--- src/hpbs_pkg.sv ---
// Types and constants of the host power button sequencer.
// No dependencies; imported by every module of the block.
package hpbs_pkg;

    localparam int CFG_W      = 20;
    localparam int CFG_IDX_W  = 3;

    // Request kinds on the input channel
    localparam logic [1:0] REQ_TICK      = 2'd0;
    localparam logic [1:0] REQ_EDGE      = 2'd1;
    localparam logic [1:0] REQ_HEARTBEAT = 2'd2;
    localparam logic [1:0] REQ_HALT      = 2'd3;

    // Host state codes as reported
    localparam logic [1:0] HOST_OFF     = 2'd0;
    localparam logic [1:0] HOST_ON      = 2'd1;
    localparam logic [1:0] HOST_PENDING = 2'd2;
    localparam logic [1:0] HOST_HALTING = 2'd3;

    // Pulse requests
    localparam logic [1:0] PULSE_NONE  = 2'd0;
    localparam logic [1:0] PULSE_WAKE  = 2'd1;
    localparam logic [1:0] PULSE_RESET = 2'd2;

    // Press classification
    localparam logic [1:0] PRESS_NONE    = 2'd0;
    localparam logic [1:0] PRESS_CLICK   = 2'd1;
    localparam logic [1:0] PRESS_LONG    = 2'd2;
    localparam logic [1:0] PRESS_IGNORED = 2'd3;

    // Configuration register indexes
    localparam logic [CFG_IDX_W-1:0] CFG_MIN_CLICK  = 3'd0;
    localparam logic [CFG_IDX_W-1:0] CFG_MAX_CLICK  = 3'd1;
    localparam logic [CFG_IDX_W-1:0] CFG_LONG_PRESS = 3'd2;
    localparam logic [CFG_IDX_W-1:0] CFG_ON_TMO     = 3'd3;
    localparam logic [CFG_IDX_W-1:0] CFG_PEND_TMO   = 3'd4;
    localparam logic [CFG_IDX_W-1:0] CFG_HALT_TMO   = 3'd5;
    localparam logic [CFG_IDX_W-1:0] CFG_ALIVE_USED = 3'd6;

    // Reset values of the configuration registers
    localparam logic [CFG_W-1:0] RST_MIN_CLICK  = 20'd120;
    localparam logic [CFG_W-1:0] RST_MAX_CLICK  = 20'd2000;
    localparam logic [CFG_W-1:0] RST_LONG_PRESS = 20'd5000;
    localparam logic [CFG_W-1:0] RST_ON_TMO     = 20'd30000;
    localparam logic [CFG_W-1:0] RST_PEND_TMO   = 20'd60000;
    localparam logic [CFG_W-1:0] RST_HALT_TMO   = 20'd10000;

    typedef enum logic [3:0] {
        MODE_OFF     = 4'b0001,
        MODE_ON      = 4'b0010,
        MODE_PENDING = 4'b0100,
        MODE_HALTING = 4'b1000
    } t_mode;

    typedef struct packed {
        logic [CFG_W-1:0] min_click_ms;
        logic [CFG_W-1:0] max_click_ms;
        logic [CFG_W-1:0] long_press_ms;
        logic [CFG_W-1:0] on_timeout_ms;
        logic [CFG_W-1:0] pending_timeout_ms;
        logic [CFG_W-1:0] halting_timeout_ms;
        logic             alive_pin_used;
    } t_cfg;

    typedef struct packed {
        logic [1:0] host_state;
        logic [1:0] pulse_action;
        logic       shutdown_msg;
        logic       sleep_request;
        logic [1:0] press_class;
    } t_result;

    function automatic logic [1:0] mode_code(input t_mode mode);
        logic [1:0] code;
        case (mode)
            MODE_ON:      code = HOST_ON;
            MODE_PENDING: code = HOST_PENDING;
            MODE_HALTING: code = HOST_HALTING;
            default:      code = HOST_OFF;
        endcase
        return code;
    endfunction

endpackage

--- src/hpbs_cfg.sv ---
// Configuration register file of the host power button sequencer.
// Depends on hpbs_pkg.
module hpbs_cfg
    import hpbs_pkg::*;
(
    input  logic                 i_clk,
    input  logic                 i_rst_n,
    input  logic                 i_cfg_valid,
    input  logic [CFG_IDX_W-1:0] i_cfg_index,
    input  logic [CFG_W-1:0]     i_cfg_data,
    output logic                 o_cfg_ready,
    output t_cfg                 o_cfg
);

    t_cfg r_cfg;
    t_cfg n_cfg;

    assign o_cfg_ready = 1'b1;
    assign o_cfg       = r_cfg;

    always_comb begin
        n_cfg = r_cfg;
        if (i_cfg_valid) begin
            case (i_cfg_index)
                CFG_MIN_CLICK:  n_cfg.min_click_ms       = i_cfg_data;
                CFG_MAX_CLICK:  n_cfg.max_click_ms       = i_cfg_data;
                CFG_LONG_PRESS: n_cfg.long_press_ms      = i_cfg_data;
                CFG_ON_TMO:     n_cfg.on_timeout_ms      = i_cfg_data;
                CFG_PEND_TMO:   n_cfg.pending_timeout_ms = i_cfg_data;
                CFG_HALT_TMO:   n_cfg.halting_timeout_ms = i_cfg_data;
                CFG_ALIVE_USED: n_cfg.alive_pin_used     = i_cfg_data[0];
                default:        n_cfg = r_cfg;
            endcase
        end
    end

    always_ff @(posedge i_clk) begin
        if (!i_rst_n) begin
            r_cfg.min_click_ms       <= RST_MIN_CLICK;
            r_cfg.max_click_ms       <= RST_MAX_CLICK;
            r_cfg.long_press_ms      <= RST_LONG_PRESS;
            r_cfg.on_timeout_ms      <= RST_ON_TMO;
            r_cfg.pending_timeout_ms <= RST_PEND_TMO;
            r_cfg.halting_timeout_ms <= RST_HALT_TMO;
            r_cfg.alive_pin_used     <= 1'b0;
        end else begin
            r_cfg <= n_cfg;
        end
    end

endmodule

--- src/hpbs_step.sv ---
// Sequencer state and per-item update logic: host mode, press timer, silence timer.
// Depends on hpbs_pkg.
module hpbs_step
    import hpbs_pkg::*;
#(
    parameter int TIME_BITS = 20
) (
    input  logic       i_clk,
    input  logic       i_rst_n,
    input  logic       i_fire,
    input  logic [1:0] i_req_type,
    input  logic       i_alive_level,
    input  t_cfg       i_cfg,
    output t_result    o_result
);

    localparam int CMP_W = (TIME_BITS > CFG_W) ? TIME_BITS : CFG_W;

    t_mode                r_mode;
    t_mode                n_mode;
    logic                 r_armed;
    logic                 n_armed;
    logic [TIME_BITS-1:0] r_press;
    logic [TIME_BITS-1:0] n_press;
    logic [TIME_BITS-1:0] r_sil;
    logic [TIME_BITS-1:0] n_sil;

    logic [TIME_BITS-1:0] sil_inc;
    logic [TIME_BITS-1:0] press_inc;
    logic [CFG_W-1:0]     limit;
    logic [1:0]           cls;
    logic [1:0]           pulse;
    logic                 shut;
    logic                 sleep;

    // Saturating increments
    assign sil_inc   = (&r_sil)   ? r_sil   : r_sil + 1'b1;
    assign press_inc = (&r_press) ? r_press : r_press + 1'b1;

    always_comb begin
        case (r_mode)
            MODE_PENDING: limit = i_cfg.pending_timeout_ms;
            MODE_HALTING: limit = i_cfg.halting_timeout_ms;
            default:      limit = i_cfg.on_timeout_ms;
        endcase
    end

    // Long press wins over click
    always_comb begin
        if (CMP_W'(r_press) >= CMP_W'(i_cfg.long_press_ms)) begin
            cls = PRESS_LONG;
        end else if (CMP_W'(r_press) >= CMP_W'(i_cfg.min_click_ms) &&
                     CMP_W'(r_press) <= CMP_W'(i_cfg.max_click_ms)) begin
            cls = PRESS_CLICK;
        end else begin
            cls = PRESS_IGNORED;
        end
    end

    always_comb begin
        n_mode  = r_mode;
        n_armed = r_armed;
        n_press = r_press;
        n_sil   = r_sil;
        pulse   = PULSE_NONE;
        shut    = 1'b0;
        sleep   = 1'b0;
        o_result.press_class = PRESS_NONE;
        case (i_req_type)
            REQ_TICK: begin
                n_sil = sil_inc;
                if (r_armed) begin
                    n_press = press_inc;
                end
                if (r_mode != MODE_OFF) begin
                    if (i_cfg.alive_pin_used && !i_alive_level) begin
                        n_mode = MODE_OFF;
                        sleep  = 1'b1;
                    end else if (CMP_W'(sil_inc) > CMP_W'(limit)) begin
                        n_mode = MODE_OFF;
                        sleep  = 1'b1;
                    end
                end
            end
            REQ_EDGE: begin
                if (!r_armed) begin
                    n_armed = 1'b1;
                    n_press = '0;
                end else begin
                    n_armed = 1'b0;
                    o_result.press_class = cls;
                    // Button is locked while pending or halting
                    if (!(r_mode inside {MODE_PENDING, MODE_HALTING})) begin
                        if (cls == PRESS_LONG) begin
                            if (r_mode == MODE_ON) begin
                                pulse = PULSE_RESET;
                            end
                        end else if (cls == PRESS_CLICK) begin
                            if (r_mode == MODE_ON) begin
                                n_mode = MODE_PENDING;
                                shut   = 1'b1;
                            end else begin
                                pulse  = PULSE_WAKE;
                                n_mode = MODE_ON;
                                n_sil  = '0;
                            end
                        end
                    end
                end
            end
            REQ_HEARTBEAT: begin
                n_sil = '0;
            end
            REQ_HALT: begin
                n_sil  = '0;
                n_mode = MODE_HALTING;
            end
            default: begin
                n_mode = r_mode;
            end
        endcase
        o_result.host_state    = mode_code(n_mode);
        o_result.pulse_action  = pulse;
        o_result.shutdown_msg  = shut;
        o_result.sleep_request = sleep;
    end

    always_ff @(posedge i_clk) begin
        if (!i_rst_n) begin
            r_mode  <= MODE_OFF;
            r_armed <= 1'b0;
            r_press <= '0;
            r_sil   <= '0;
        end else if (i_fire) begin
            r_mode  <= n_mode;
            r_armed <= n_armed;
            r_press <= n_press;
            r_sil   <= n_sil;
        end
    end

endmodule

--- src/host_power_button_sequencer.sv ---
// Host power button sequencer: input register, update logic and result register.
// Depends on hpbs_pkg, hpbs_cfg and hpbs_step.
//
// Usage:
//   Input channel: i_in_valid with o_in_stall; a transfer carries a request kind
//   (tick, button edge, heartbeat, halt) and the sampled alive pin level.
//   Output channel: o_out_valid with i_out_stall; each input transfer yields
//   exactly one result transfer: host state, pulse request, shutdown message,
//   sleep request and press class, in input order.
//   Config channel: i_cfg_valid with o_cfg_ready (always high); write only while
//   nothing is in flight.
//   Path: an input transfer is captured in the input register; the update logic
//   then computes its result, which is captured in the result register.
//   Throughput: one item per cycle unless the receiver stalls; the input register,
//   the state update and the result register each handle one item per clock.
//   Stall: when the receiver stalls, the result register holds its value and
//   the input register may still take one more item; after that o_in_stall
//   rises until the result is taken.
//   Reset (synchronous, active low): host assumed off, press pair disarmed,
//   timers cleared, configuration back to its defaults, both registers empty.
module host_power_button_sequencer
    import hpbs_pkg::*;
#(
    parameter int TIME_BITS = 20
) (
    input  logic                 i_clk,
    input  logic                 i_rst_n,
    // input channel
    input  logic                 i_in_valid,
    output logic                 o_in_stall,
    input  logic [1:0]           i_req_type,
    input  logic                 i_alive_level,
    // output channel
    output logic                 o_out_valid,
    input  logic                 i_out_stall,
    output logic [1:0]           o_host_state,
    output logic [1:0]           o_pulse_action,
    output logic                 o_shutdown_msg,
    output logic                 o_sleep_request,
    output logic [1:0]           o_press_class,
    // configuration write channel
    input  logic                 i_cfg_valid,
    output logic                 o_cfg_ready,
    input  logic [CFG_IDX_W-1:0] i_cfg_index,
    input  logic [CFG_W-1:0]     i_cfg_data
);

    t_cfg       cfg;
    t_result    step_res;

    logic       r_in_valid;
    logic [1:0] r_req_type;
    logic       r_alive_level;
    logic       r_out_valid;
    t_result    r_out;

    logic       out_free;
    logic       advance;
    logic       in_take;

    // Result register frees up when empty or being read this cycle
    assign out_free   = !r_out_valid || !i_out_stall;
    assign advance    = r_in_valid && out_free;
    assign o_in_stall = r_in_valid && !out_free;
    assign in_take    = i_in_valid && !o_in_stall;

    hpbs_cfg u_cfg (
        .i_clk       (i_clk),
        .i_rst_n     (i_rst_n),
        .i_cfg_valid (i_cfg_valid),
        .i_cfg_index (i_cfg_index),
        .i_cfg_data  (i_cfg_data),
        .o_cfg_ready (o_cfg_ready),
        .o_cfg       (cfg)
    );

    // State advances only when the held item moves into the result register
    hpbs_step #(
        .TIME_BITS (TIME_BITS)
    ) u_step (
        .i_clk         (i_clk),
        .i_rst_n       (i_rst_n),
        .i_fire        (advance),
        .i_req_type    (r_req_type),
        .i_alive_level (r_alive_level),
        .i_cfg         (cfg),
        .o_result      (step_res)
    );

    // Input register: load on transfer, drop once handed on
    always_ff @(posedge i_clk) begin
        if (!i_rst_n) begin
            r_in_valid <= 1'b0;
        end else if (in_take) begin
            r_in_valid <= 1'b1;
        end else if (advance) begin
            r_in_valid <= 1'b0;
        end
    end

    always_ff @(posedge i_clk) begin
        if (in_take) begin
            r_req_type    <= i_req_type;
            r_alive_level <= i_alive_level;
        end
    end

    // Result register: hold while stalled
    always_ff @(posedge i_clk) begin
        if (!i_rst_n) begin
            r_out_valid <= 1'b0;
        end else if (advance) begin
            r_out_valid <= 1'b1;
        end else if (!i_out_stall) begin
            r_out_valid <= 1'b0;
        end
    end

    always_ff @(posedge i_clk) begin
        if (advance) begin
            r_out <= step_res;
        end
    end

    assign o_out_valid     = r_out_valid;
    assign o_host_state    = r_out.host_state;
    assign o_pulse_action  = r_out.pulse_action;
    assign o_shutdown_msg  = r_out.shutdown_msg;
    assign o_sleep_request = r_out.sleep_request;
    assign o_press_class   = r_out.press_class;

endmodule

--- config.mk ---
export PLATFORM = sky130hd
export DESIGN_NAME = host_power_button_sequencer
export DESIGN_NICKNAME = d
export VERILOG_FILES = /design/src/hpbs_pkg.sv /design/src/hpbs_cfg.sv /design/src/hpbs_step.sv /design/src/host_power_button_sequencer.sv
export SDC_FILE = /design/constraint.sdc
export NUM_CORES = 1
export LEC_CHECK = 0
export BUFFER_PORTS_ARGS = -buffer_cell sky130_fd_sc_hd__clkbuf_2
export CORE_AREA = 10 10 159 161
export CTS_BUF_LIST = sky130_fd_sc_hd__clkbuf_16
export CTS_CLUSTER_SIZE = 40
export DETAILED_ROUTE_END_ITERATION = 7
export DIE_AREA = 0 0 169 171
export REMOVE_ABC_BUFFERS = 1
export SLEW_MARGIN = 10
export SYNTH_ARGS = -nofsm -noshare
export SYNTH_HDL_FRONTEND = slang
export SYNTH_SLANG_ARGS = --single-unit
--- constraint.sdc ---
create_clock -name i_clk -period 8.5 [get_ports i_clk]
set_input_delay 0.85 -clock i_clk [delete_from_list [all_inputs] [get_ports i_clk]]
set_output_delay 0.85 -clock i_clk [all_outputs]
set_load 0.01 [all_outputs]
==> results of run 1 <==
==> routing by layer <==
layer,global-route usage (%),wire [um]
met5,0,0
met3,2.52,860
met1,23.5,12300
met2,30.0,12300
met4,5.37,309
==> worst reg2reg max path, cell delays in order, from the launching register on <==
cell	delay (ns)
dfxtp_1	0.38
ha_1	0.29
and2_1	0.17
nand4_1	0.40
nand4_1	0.32
nor2_2	0.29
nand3_1	0.13
xnor2_1	0.17
ha_1	0.30
nand4_1	0.11
or3_1	0.39
nor3_1	0.21
a31oi_1	0.11
o31ai_2	0.43
o311a_2	0.27
nand3_1	0.08
a21oi_2	0.12
==> power by group <==
group / total [uW] / internal [uW] / switching [uW]
registers: 876 / 865 / 11.4
logic: 119 / 38.8 / 79.7
clock network: 894 / 526 / 368
total: 1890 / 1430 / 459
==> logic make-up after synthesis <==
group	Yosys count
muxes	4
xor gates and xnor gates	32
DFF	179
and+or+nand+nor	491
other	1
buffers and inverters	130
AOI/OAI and AO/OA	283
adders and majority gates	82
==> stage by stage <==
step                instance area, um2  power (uW)  hold slack (ns)  std cells
detailed placement               10200        1010            0.455       1473
global route                     10900        1950            0.483       1505
global placement                 10200        1010            0.450       1473
CTS                              10900        1900            0.466       1505
floorplan                         9580         956            0.439       1140
finish                           10900        1890            0.461       1505
==> layout by cell type, fill, tap and decap left out, drive strengths merged, types with 11 or more instances in the layout <==
cell,netlist,layout
dfxtp,168,168
nor2,54,54
clkbuf,56,56
a21oi,59,59
nor2b,14,14
and3,13,13
nand3,50,50
nand4,37,37
a21boi,103,103
o21ai,36,36
ha,82,82
o211ai,16,16
nor3,13,13
nand2,279,279
xor2,19,19
edfxtp,11,11
xnor2,13,13
inv,68,75
a22o,19,19
==> worst paths after layout <==
kind / from / endpoint / slack [ns] / depth (start not counted)
worst min-delay path: u_cfg.o_cfg[52]$_SDFFE_PN0P_ / u_cfg.o_cfg[52]$_SDFFE_PN0P_ / 0.46 / 2
worst min register to register: u_cfg.o_cfg[52]$_SDFFE_PN0P_ / u_cfg.o_cfg[52]$_SDFFE_PN0P_ / 0.46 / 2
worst max-delay path: u_step.r_sil[0]$_SDFFE_PN0P_ / o_host_state[0]$_DFFE_PP_ / 4.19 / 16
worst max register to register: u_step.r_sil[0]$_SDFFE_PN0P_ / o_host_state[0]$_DFFE_PP_ / 4.19 / 16
==> final cells by class <==
cell class,instances,area (um2)
clock buffer,17,425
timing repair buffer,48,263
clock inverter,15,224
fill,2150,11300
inverter,68,255
multi-input combinational,893,5670
tap,285,357
sequential,179,3690
==> sequential cells by signal (all words and copies together) (netlist names), 2 cells and up <==
register / cells
u_step.r_press: 20
u_cfg.o_cfg: 121
o_pulse_action: 2
o_host_state: 2
r_req_type: 2
u_step.r_mode: 4
o_press_class: 2
u_step.r_sil: 20
==> run metrics, run 1 <==
status=completed; vias per cell=between 5 and 6; highest fanout seen on the critical path=13; H-tree depth=4; drt total wl=25800 um; RePlAce Congestion=~0.84; number of synthesized flops with an enable pin=11; Max-Slew Margin vs Limit=~26%; PortBufs=40; DP HPWL=between 15000 and 20000 um; n_diodes=0; gr usage total=17.9%; DRT Pass-1 Iters=5; largest net degree at the start of global routing=approximately 110; largest family of logic cells by synthesized area=simple AND/OR/NAND/NOR gates; period utilization=50.7%; cells after synthesis=~1200; area share of the largest cell type after synthesis=34.2%; Core ar.=roughly 0.022 mm2; Slew @ Worst Pin=about 1.1 ns; hold buffer count at CTS=0; Routed Antenna Nets=0; clk_lat worst skew=between 0.4 and 0.5 ns; post-layout min period=around 4.3 ns; post-layout util=49.0%; Post-CTS Resized=0; # DRC=0; initial antenna violation count=0; Most used DFF post-synth=dfxtp_1; kind of critical path=flop to flop; Area contributors post-synth=dfxtp_1 34%, nand2_1 11%, ha_1 10%; CTS buffer count=17; vias in the first global route=between 7000 and 8000; first-pass GRT wire length=between 40000 and 50000 um; synth cell count leaders=279 x nand2_1, 168 x dfxtp_1, 89 x a21boi_0, 82 x ha_1, 68 x inv_1; Synth Area in Compound Gates=about a fifth; Final WS setup=4.19 ns; Post-Synth Adder-Cell Area=10.4%; DR iter-0 viols=between 500 and 600; Final Hold Viols=0; Pwr Density=about 170 mW/mm2; static leakage=roughly 0.0043 uW; Nets=around 1300; CTS tree=yes; io pins=42; # rows=55; Final Skew=0.0141 ns; required time of the critical path=between 8 and 9 ns; share of layout cells above drive strength 1=a little under a tenth; XOR/XNOR Fraction of Synth Area=under 10%; yosys warns=0; syn_area_per_cell=slightly above 8 um2; most common cell in the netlist=nand2_1; post-synth top area cell=dfxtp_1; Setup crit end kind=flop; Critical Path Start Type=flop; max cap viols=0; TNS Setup=0 ns; number of storage elements in the synthesis netlist=179; Slew Limit Fails=0; Synth cell types=78; max frequency=around 0.23 GHz; die footprint=a little under 0.03 mm2; clk sinks=between 150 and 200; total number of vias=~8000; worst vdd ir=0.112 mV; CP most frequent cell=nand4_1; clock transition at the registers of the reported paths=approximately 0.070 ns; mux cell area share after synthesis=0.483%; RSZ-0062 raised after global routing=no; Clock Path Buffers=2; dpl ws=between 4 and 5 ns; die height=roughly 170 um; Post CTS Setup Buffer Count=0; Synth-to-Final Area Change=10.7%; Seq/Total Area, Yosys=a little under two fifths; delay-heaviest family, CP=simple AND/OR/NAND/NOR gates; Slowest Stage Delay on Critical Path=around 0.43 ns; FFs w/ async S/R, synth=0%; Critical Path AT=4.60 ns; total grt overflow=0; DR WL/cell=about 17 um; Initial Util=44.2%; Synth Cell Area=just under 0.01 mm2; crit path cell chain=ha_1 -> and2_1 -> nand4_1 -> nand4_1 -> nor2_2 -> nand3_1 -> xnor2_1 -> ha_1 -> nand4_1 -> or3_1 -> nor3_1 -> a31oi_1 -> o31ai_2 -> o311a_2 -> nand3_1 -> a21oi_2; CP max-delay cell=o31ai_2; Synth Area in Simple Gates=roughly a quarter; Worst Hold Class=flop to flop; final number of setup-violating endpoints=0; clock root buffer=clkbuf_16; Die Span X=about 170 um; worst path bufs/invs=0
Note: power is estimated with default switching activity, not from simulation.
==> run 2, diff against run 1 <==
--- a/config.mk
+++ b/config.mk
@@ -5,12 +5,13 @@
 export SDC_FILE = /design/constraint.sdc
 export NUM_CORES = 1
 export LEC_CHECK = 0
+export ABC_AREA = 1
 export BUFFER_PORTS_ARGS = -buffer_cell sky130_fd_sc_hd__clkbuf_2
-export CORE_AREA = 10 10 159 161
+export CORE_AREA = 10 10 161 163
 export CTS_BUF_LIST = sky130_fd_sc_hd__clkbuf_16
 export CTS_CLUSTER_SIZE = 40
 export DETAILED_ROUTE_END_ITERATION = 7
-export DIE_AREA = 0 0 169 171
+export DIE_AREA = 0 0 171 173
 export REMOVE_ABC_BUFFERS = 1
 export SLEW_MARGIN = 10
 export SYNTH_ARGS = -nofsm -noshare
==> constraint.sdc (replaced) <==
create_clock -name i_clk -period 3.6 [get_ports i_clk]
set_input_delay 0.36 -clock i_clk [delete_from_list [all_inputs] [get_ports i_clk]]
set_output_delay 0.36 -clock i_clk [all_outputs]
set_load 0.01 [all_outputs]
==> run metrics, run 2 <==
status=completed (unchanged); die height=173 um (was 171 um); Slew Limit Fails=0 (unchanged); crit path cell chain=inv_1 -> nor4_1 -> nand2_1 -> buf_4 -> nand2_1 -> ha_1 -> nand2_1 -> nand2_1 -> nand2_1 -> nand2_1 -> nand2_1 -> nand2_1 -> nand2_1 -> nand3_1 -> nand2_1 -> nand3_1 -> nand3b_1 -> nand2_1 -> inv_1 -> a21oi_1 -> nand3_1 -> nand2_1 (was ha_1 -> and2_1 -> nand4_1 -> nand4_1 -> nor2_2 -> nand3_1 -> xnor2_1 -> ha_1 -> nand4_1 -> or3_1 -> nor3_1 -> a31oi_1 -> o31ai_2 -> o311a_2 -> nand3_1 -> a21oi_2); worst vdd ir=0.191 mV (was 0.112 mV); highest fanout seen on the critical path=7 (was 13); most common cell after layout, fill and taps aside=nand2_1 (unchanged); static leakage=0.00512 uW (was 0.00430 uW); clock root buffer=clkbuf_16 (unchanged); first-pass GRT wire length=44000 um (was 42000 um); Synth Cell Area=0.0101 mm2 (was 0.00983 mm2); gr usage total=18.3% (was 17.9%); CTS tree=yes (unchanged); Final Skew=0.00707 ns (was 0.0141 ns); number of storage elements in the synthesis netlist=179 (unchanged); period utilization=91.5% (was 50.7%); clk sinks=179 (unchanged); CP most frequent cell=nand2_1 (was nand4_1); synth cell count leaders=281 x nand2_1, 176 x inv_1, 168 x dfxtp_1, 163 x nor2_1, 132 x a21oi_1 (was 279 x nand2_1, 168 x dfxtp_1, 89 x a21boi_0, 82 x ha_1, 68 x inv_1); total number of vias=8929 (was 8219); Nets=1532 (was 1320); Routed Antenna Nets=0 (unchanged); Max-Slew Margin vs Limit=41.0% (was 25.6%); multi-input logic area=0.00549 mm2 (was 0.00567 mm2); io pins=42 (unchanged); max cap viols=0 (unchanged); Pwr Total=4520 uW (was 1890 uW); required time of the critical path=3.90 ns (was 8.80 ns); CP max-delay cell=nor4_1 (was o31ai_2); max frequency=0.303 GHz (was 0.232 GHz); clock transition at the registers of the reported paths=0.07 ns (about the same); drt total wl=26900 um (was 25800 um); initial antenna violation count=0 (unchanged); post-synth top area cell=dfxtp_1 (unchanged); Setup crit end kind=flop (unchanged); Area contributors post-synth=dfxtp_1 33%, nand2_1 10%, ha_1 10% (was dfxtp_1 34%, nand2_1 11%, ha_1 10%); final number of setup-violating endpoints=0 (unchanged); Initial Util=44.6% (was 44.2%); register area=0.00370 mm2 (was 0.00369 mm2); Final Hold Viols=0 (unchanged); Critical Path AT=3.60 ns (was 4.60 ns); Core ar.=0.0226 mm2 (was 0.0222 mm2); syn_area_per_cell=7.20 um2 (was 8.18 um2); largest net degree at the start of global routing=94 (was 106); PortBufs=40 (unchanged); RePlAce Congestion=0.878 (was 0.836); die footprint=0.0296 mm2 (was 0.0289 mm2); Pwr Density=405 mW/mm2 (was 174 mW/mm2); CTS buffer count=17 (unchanged); Clock Path Buffers=2 (unchanged); H-tree depth=4 (unchanged); DP HPWL=19200 um (was 17600 um); Slowest Stage Delay on Critical Path=0.58 ns (was 0.43 ns); cells after synthesis=1399 (was 1202); most frequent cells in the layout=281 x nand2_1, 176 x inv_1, 164 x dfxtp_1 (was 279 x nand2_1, 168 x dfxtp_1, 89 x a21boi_0); Synth-to-Final Area Change=10.7% (about the same); Seq/Total Area, Yosys=36.7% (was 37.6%); DRT Pass-1 Iters=5 (unchanged); share of layout cells above drive strength 1=10.8% (was 9.43%); number of synthesized flops with an enable pin=11 (unchanged); area share of the largest cell type after synthesis=33.4% (was 34.2%); Synth cell types=47 (was 78); post-layout min period=3.30 ns (was 4.31 ns); n_diodes=0 (unchanged); fillers=2279 (was 2150); Die Span X=171 um (was 169 um); max reg flops=121 (unchanged); Most used DFF post-synth=dfxtp_1 (unchanged); FFs w/ async S/R, synth=0% (unchanged); DR WL/cell=15.7 um (was 17.2 um); kind of critical path=flop to flop (unchanged); delay-heaviest family, CP=simple AND/OR/NAND/NOR gates (unchanged); Worst Hold Class=primary input to flop (was flop to flop); clk_lat worst skew=0.43 ns (was 0.44 ns); Slew @ Worst Pin=0.885 ns (was 1.12 ns); # rows=55 (unchanged); DR iter-0 viols=583 (was 563); vias per cell=5.20 (was 5.46); # DRC=0 (unchanged); yosys warns=0 (unchanged); most common cell in the netlist=nand2_1 (unchanged); total grt overflow=0 (unchanged); worst path bufs/invs=3 (was 0); Critical Path Start Type=flop (unchanged); Design Area, Final=0.0111 mm2 (was 0.0109 mm2); vias in the first global route=8427 (was 7812); area of placed instances=0.0105 mm2 (was 0.0102 mm2)
run 2: cell count changes in the layout (fill, tap and decap cells not counted), moves of 10 or more:
cell | before | now
a21oi_1 | 57 | 132
a21boi_1 | 14 | 0
nor3_1 | 9 | 19
nor2_1 | 50 | 161
a211oi_2 | 0 | 13
o21ai_0 | 34 | 102
nor2b_1 | 14 | 0
a21boi_0 | 89 | 0
and3_1 | 11 | 0
nand4_1 | 35 | 15
inv_1 | 69 | 176
run 2: report_power, final:
group,internal [uW],switching [uW],leakage [uW]
Combinational,159,327,0.00335
Clock,1100,811,0.000297
Sequential,2080,43.2,0.00148
run 2: timing repair:
action	4_1_cts	5_1_grt
setup buffers	0	1
resized for setup	0	14
endpoints found under the setup margin	0	5
hold endpoints to repair	0	0
hold buffers	0	0
run 2: kinds of logic (layout without fill, tap and decap cells):
group	Yosys count	after routing	synth area share, %
other	1	1	0.0372
and+or+nand+nor	570	571	23.9
xor gates and xnor gates	19	19	1.65
AOI/OAI and AO/OA	309	309	18.3
buffers and inverters	239	270	9.22
adders and majority gates	82	82	10.2
DFF	179	179	36.7
run 2: final timing paths:
kind,slack (ns),cells after the start,from,to
worst min-delay path,0.11,1,i_req_type[1],r_req_type[1]$_DFFE_PP_
worst min register to register,0.46,2,u_cfg.o_cfg[94]$_SDFFE_PN0P_,u_cfg.o_cfg[94]$_SDFFE_PN0P_
worst max-delay path,0.30,22,u_step.r_sil[17]$_SDFFE_PN0P_,o_host_state[0]$_DFFE_PP_
worst max register to register,0.30,22,u_step.r_sil[17]$_SDFFE_PN0P_,o_host_state[0]$_DFFE_PP_
run 2: stage by stage:
| step | worst slack (ns) | hold WS (ns) | util (%) | cells | TNS [ns] |
|---|---|---|---|---|---|
| after floorplan | 0.674 | 0.430 | - | 1345 | 0 |
| after global placement | 0.236 | 0.439 | 46.5 | 1683 | 0 |
| after detailed placement | 0.149 | 0.445 | 46.5 | 1683 | 0 |
| after CTS | 0.143 | 0.102 | 49.1 | 1714 | 0 |
| after global routing | -0.0276 | 0.0976 | 49.4 | 1716 | -0.0277 |
| final | 0.305 | 0.111 | 49.4 | 1716 | 0 |
run 2: layout make-up:
cell class	count	area share [%]
multi-input cells	982	49.2
well taps	285	3.20
clock buffers	19	4.27
clock inverters	12	1.11
flip-flops and latches	179	33.2
repair buffers	54	2.76
inverters	185	6.23
run 2: metal layers:
| layer | track usage (%) | share of wire, % | up-vias |
|---|---|---|---|
| met5 | 0 | 0 | - |
| met4 | 4.42 | 1.1 | 0 |
| met3 | 2.94 | 3.4 | 20 |
| met2 | 29.9 | 47 | 161 |
| met1 | 24.4 | 49 | 4115 |
| li1 | - | - | 4633 |
==> run 3, diff against run 2 <==
--- a/config.mk
+++ b/config.mk
@@ -7,11 +7,12 @@
 export LEC_CHECK = 0
 export ABC_AREA = 1
 export BUFFER_PORTS_ARGS = -buffer_cell sky130_fd_sc_hd__clkbuf_2
-export CORE_AREA = 10 10 161 163
+export CORE_AREA = 10 10 146 148
 export CTS_BUF_LIST = sky130_fd_sc_hd__clkbuf_16
 export CTS_CLUSTER_SIZE = 40
 export DETAILED_ROUTE_END_ITERATION = 7
-export DIE_AREA = 0 0 171 173
+export DIE_AREA = 0 0 156 158
+export PLACE_DENSITY = 0.75
 export REMOVE_ABC_BUFFERS = 1
 export SLEW_MARGIN = 10
 export SYNTH_ARGS = -nofsm -noshare
==> constraint.sdc (replaced) <==
create_clock -name i_clk -period 3.6 [get_ports i_clk]
set_input_delay 0 -clock i_clk [delete_from_list [all_inputs] [get_ports i_clk]]
set_output_delay 0 -clock i_clk [all_outputs]
set_load 0.01 [all_outputs]
==> run metrics, run 3 (same netlist as run 2, synthesis figures left out) <==
status=completed (unchanged); flop2flop setup slack=0.31 ns (was 0.30 ns); Nets=1559 (was 1532); top routing layer in use=met4 (unchanged); static leakage=0.00523 uW (was 0.00512 uW); Max-Slew Margin vs Limit=37.5% (was 41.0%); routed wl met2=12800 um (was 12600 um); multi-input logic area=0.00549 mm2 (unchanged); Pwr Density=399 mW/mm2 (was 405 mW/mm2); Core ar.=0.0185 mm2 (was 0.0226 mm2); worst hold slack=0.0366 ns (was 0.111 ns); Worst Hold Class=primary input to flop (unchanged); final number of setup-violating endpoints=0 (unchanged); Critical Path Start Type=flop (unchanged); DP HPWL=18300 um (was 19200 um); Slew @ Worst Pin=0.936 ns (was 0.885 ns); clk sinks=179 (unchanged); worst vdd ir=0.339 mV (was 0.191 mV); n_diodes=0 (unchanged); first-pass GRT wire length=43700 um (was 44000 um); die height=158 um (was 173 um); total number of vias=9280 (was 8929); max reg flops=121 (unchanged); CTS tree=yes (unchanged); max cap viols=0 (unchanged); share of layout cells above drive strength 1=10.3% (was 10.8%); hold path cells=4 (was 1); RSZ-0062 raised after global routing=no; Final Hold Viols=0 (unchanged); # DRC=0 (unchanged); Critical Path AT=3.58 ns (was 3.60 ns); clock transition at the registers of the reported paths=0.07 ns (about the same); Final Skew=0.0113 ns (was 0.00707 ns); H-tree depth=4 (unchanged); # rows=50 (was 55); post-layout util=61.5% (was 49.4%); total grt overflow=0 (unchanged); most common cell after layout, fill and taps aside=nand2_1 (unchanged); Slew Limit Fails=0 (unchanged); RePlAce Congestion=0.912 (was 0.878); vias in the first global route=8808 (was 8427); Initial Util=54.5% (was 44.6%); PortBufs=40 (unchanged); largest net degree at the start of global routing=73 (was 94); Routed Antenna Nets=0 (unchanged); post-layout min period=3.29 ns (was 3.30 ns); most frequent cells in the layout=280 x nand2_1, 178 x inv_1, 164 x dfxtp_1 (was 281 x nand2_1, 176 x inv_1, 164 x dfxtp_1); io pins=42 (unchanged); DRT Pass-1 Iters=5 (unchanged); highest fanout seen on the critical path=4 (was 7); period utilization=91.3% (was 91.5%); TNS Setup=0 ns (unchanged); drt total wl=26400 um (was 26900 um); Die Span X=156 um (was 171 um); clk_lat worst skew=0.43 ns (about the same); fillers=1643 (was 2279); Clock Path Buffers=2 (unchanged); register area=0.00370 mm2 (unchanged); Setup crit end kind=flop (unchanged); max frequency=0.304 GHz (was 0.303 GHz); die footprint=0.0246 mm2 (was 0.0296 mm2); CTS buffer count=17 (unchanged); Final WS setup=0.314 ns (was 0.305 ns); DR iter-0 viols=690 (was 583); clock root buffer=clkbuf_16 (unchanged); initial antenna violation count=0 (unchanged); dpl ws=0.228 ns (was 0.149 ns); Post CTS Setup Buffer Count=0 (unchanged); gr usage total=21.7% (was 18.3%); area of placed instances=0.0104 mm2 (was 0.0105 mm2); kind of critical path=flop to flop (unchanged); vias per cell=5.48 (was 5.20); Design Area, Final=0.0113 mm2 (was 0.0111 mm2); required time of the critical path=3.90 ns (about the same); Synth-to-Final Area Change=12.7% (was 10.7%); DR WL/cell=15.6 um (was 15.7 um); Worst Reg-to-Reg Cells=21 (was 22); met1 wire length=11500 um (was 13100 um); Met3 Wirelength=1560 um (was 919 um)
run 3: cell count changes in the layout (fill, tap and decap cells not counted), moves of 2 or more:
cell | previous run | this run
clkbuf_16 | 19 | 17
buf_4 | 15 | 12
dlygate4sd3_1 | 0 | 30
inv_1 | 176 | 178
run 3: critical path, cell delays in order, from the launching register on:
cell and delay [ns]:
dfxtp_2 0.37, inv_1 0.10, nor3_4 0.22, nand3_2 0.12, nor2_2 0.12, nand3_1 0.15
inv_2 0.12, a21oi_2 0.08, xor2_1 0.17, ha_1 0.29, nand2_1 0.06, nor2_1 0.16
nand2_1 0.08, nor2_1 0.14, nand4_1 0.10, nand2_1 0.13, nand2_1 0.10, o21ai_0 0.16
nand3_1 0.16, nor2_2 0.15, nand3_1 0.09, nand2_1 0.08
run 3: layout make-up:
class | instances | share of cell area (%)
clock buffers | 17 | 3.75
inverters | 185 | 6.12
flip-flops and latches | 179 | 32.6
well taps | 234 | 2.58
repair buffers | 81 | 5.16
multi-input cells | 982 | 48.3
clock inverters | 15 | 1.46
run 3: stage by stage:
stage                     total power (uW)  cells
final                                 4530   1693
after global routing                  4710   1693
after CTS                             4540   1692
after detailed placement              2630   1630
after global placement                2630   1630
after floorplan                       2470   1345
run 3: per-layer routing:
layer | track usage [%] | vias up
li1 | - | 4688
met1 | 27.5 | 4287
met2 | 36.5 | 265
met3 | 3.69 | 40
met4 | 7.33 | 0
met5 | 0 | -
run 3: report_power, final:
part	switching [uW]	internal, uW
Combinational	326	179
Clock	813	1090
Sequential	44.8	2080
run 3: repair_timing:
action,4_1_cts,5_1_grt
setup endpoints to repair,0,6
endpoints found under the hold margin,114,0
gates resized for setup,0,14
hold buffers,30,0
run 3: worst paths after layout:
kind	startpoint	end
max	u_step.r_sil[2]$_SDFFE_PN0P_	o_host_state[0]$_DFFE_PP_
min	i_cfg_valid	u_cfg.o_cfg[0]$_SDFFE_PN0P_
max reg2reg	u_step.r_sil[2]$_SDFFE_PN0P_	o_host_state[0]$_DFFE_PP_
min reg2reg	u_cfg.o_cfg[97]$_SDFFE_PN0P_	u_cfg.o_cfg[97]$_SDFFE_PN0P_
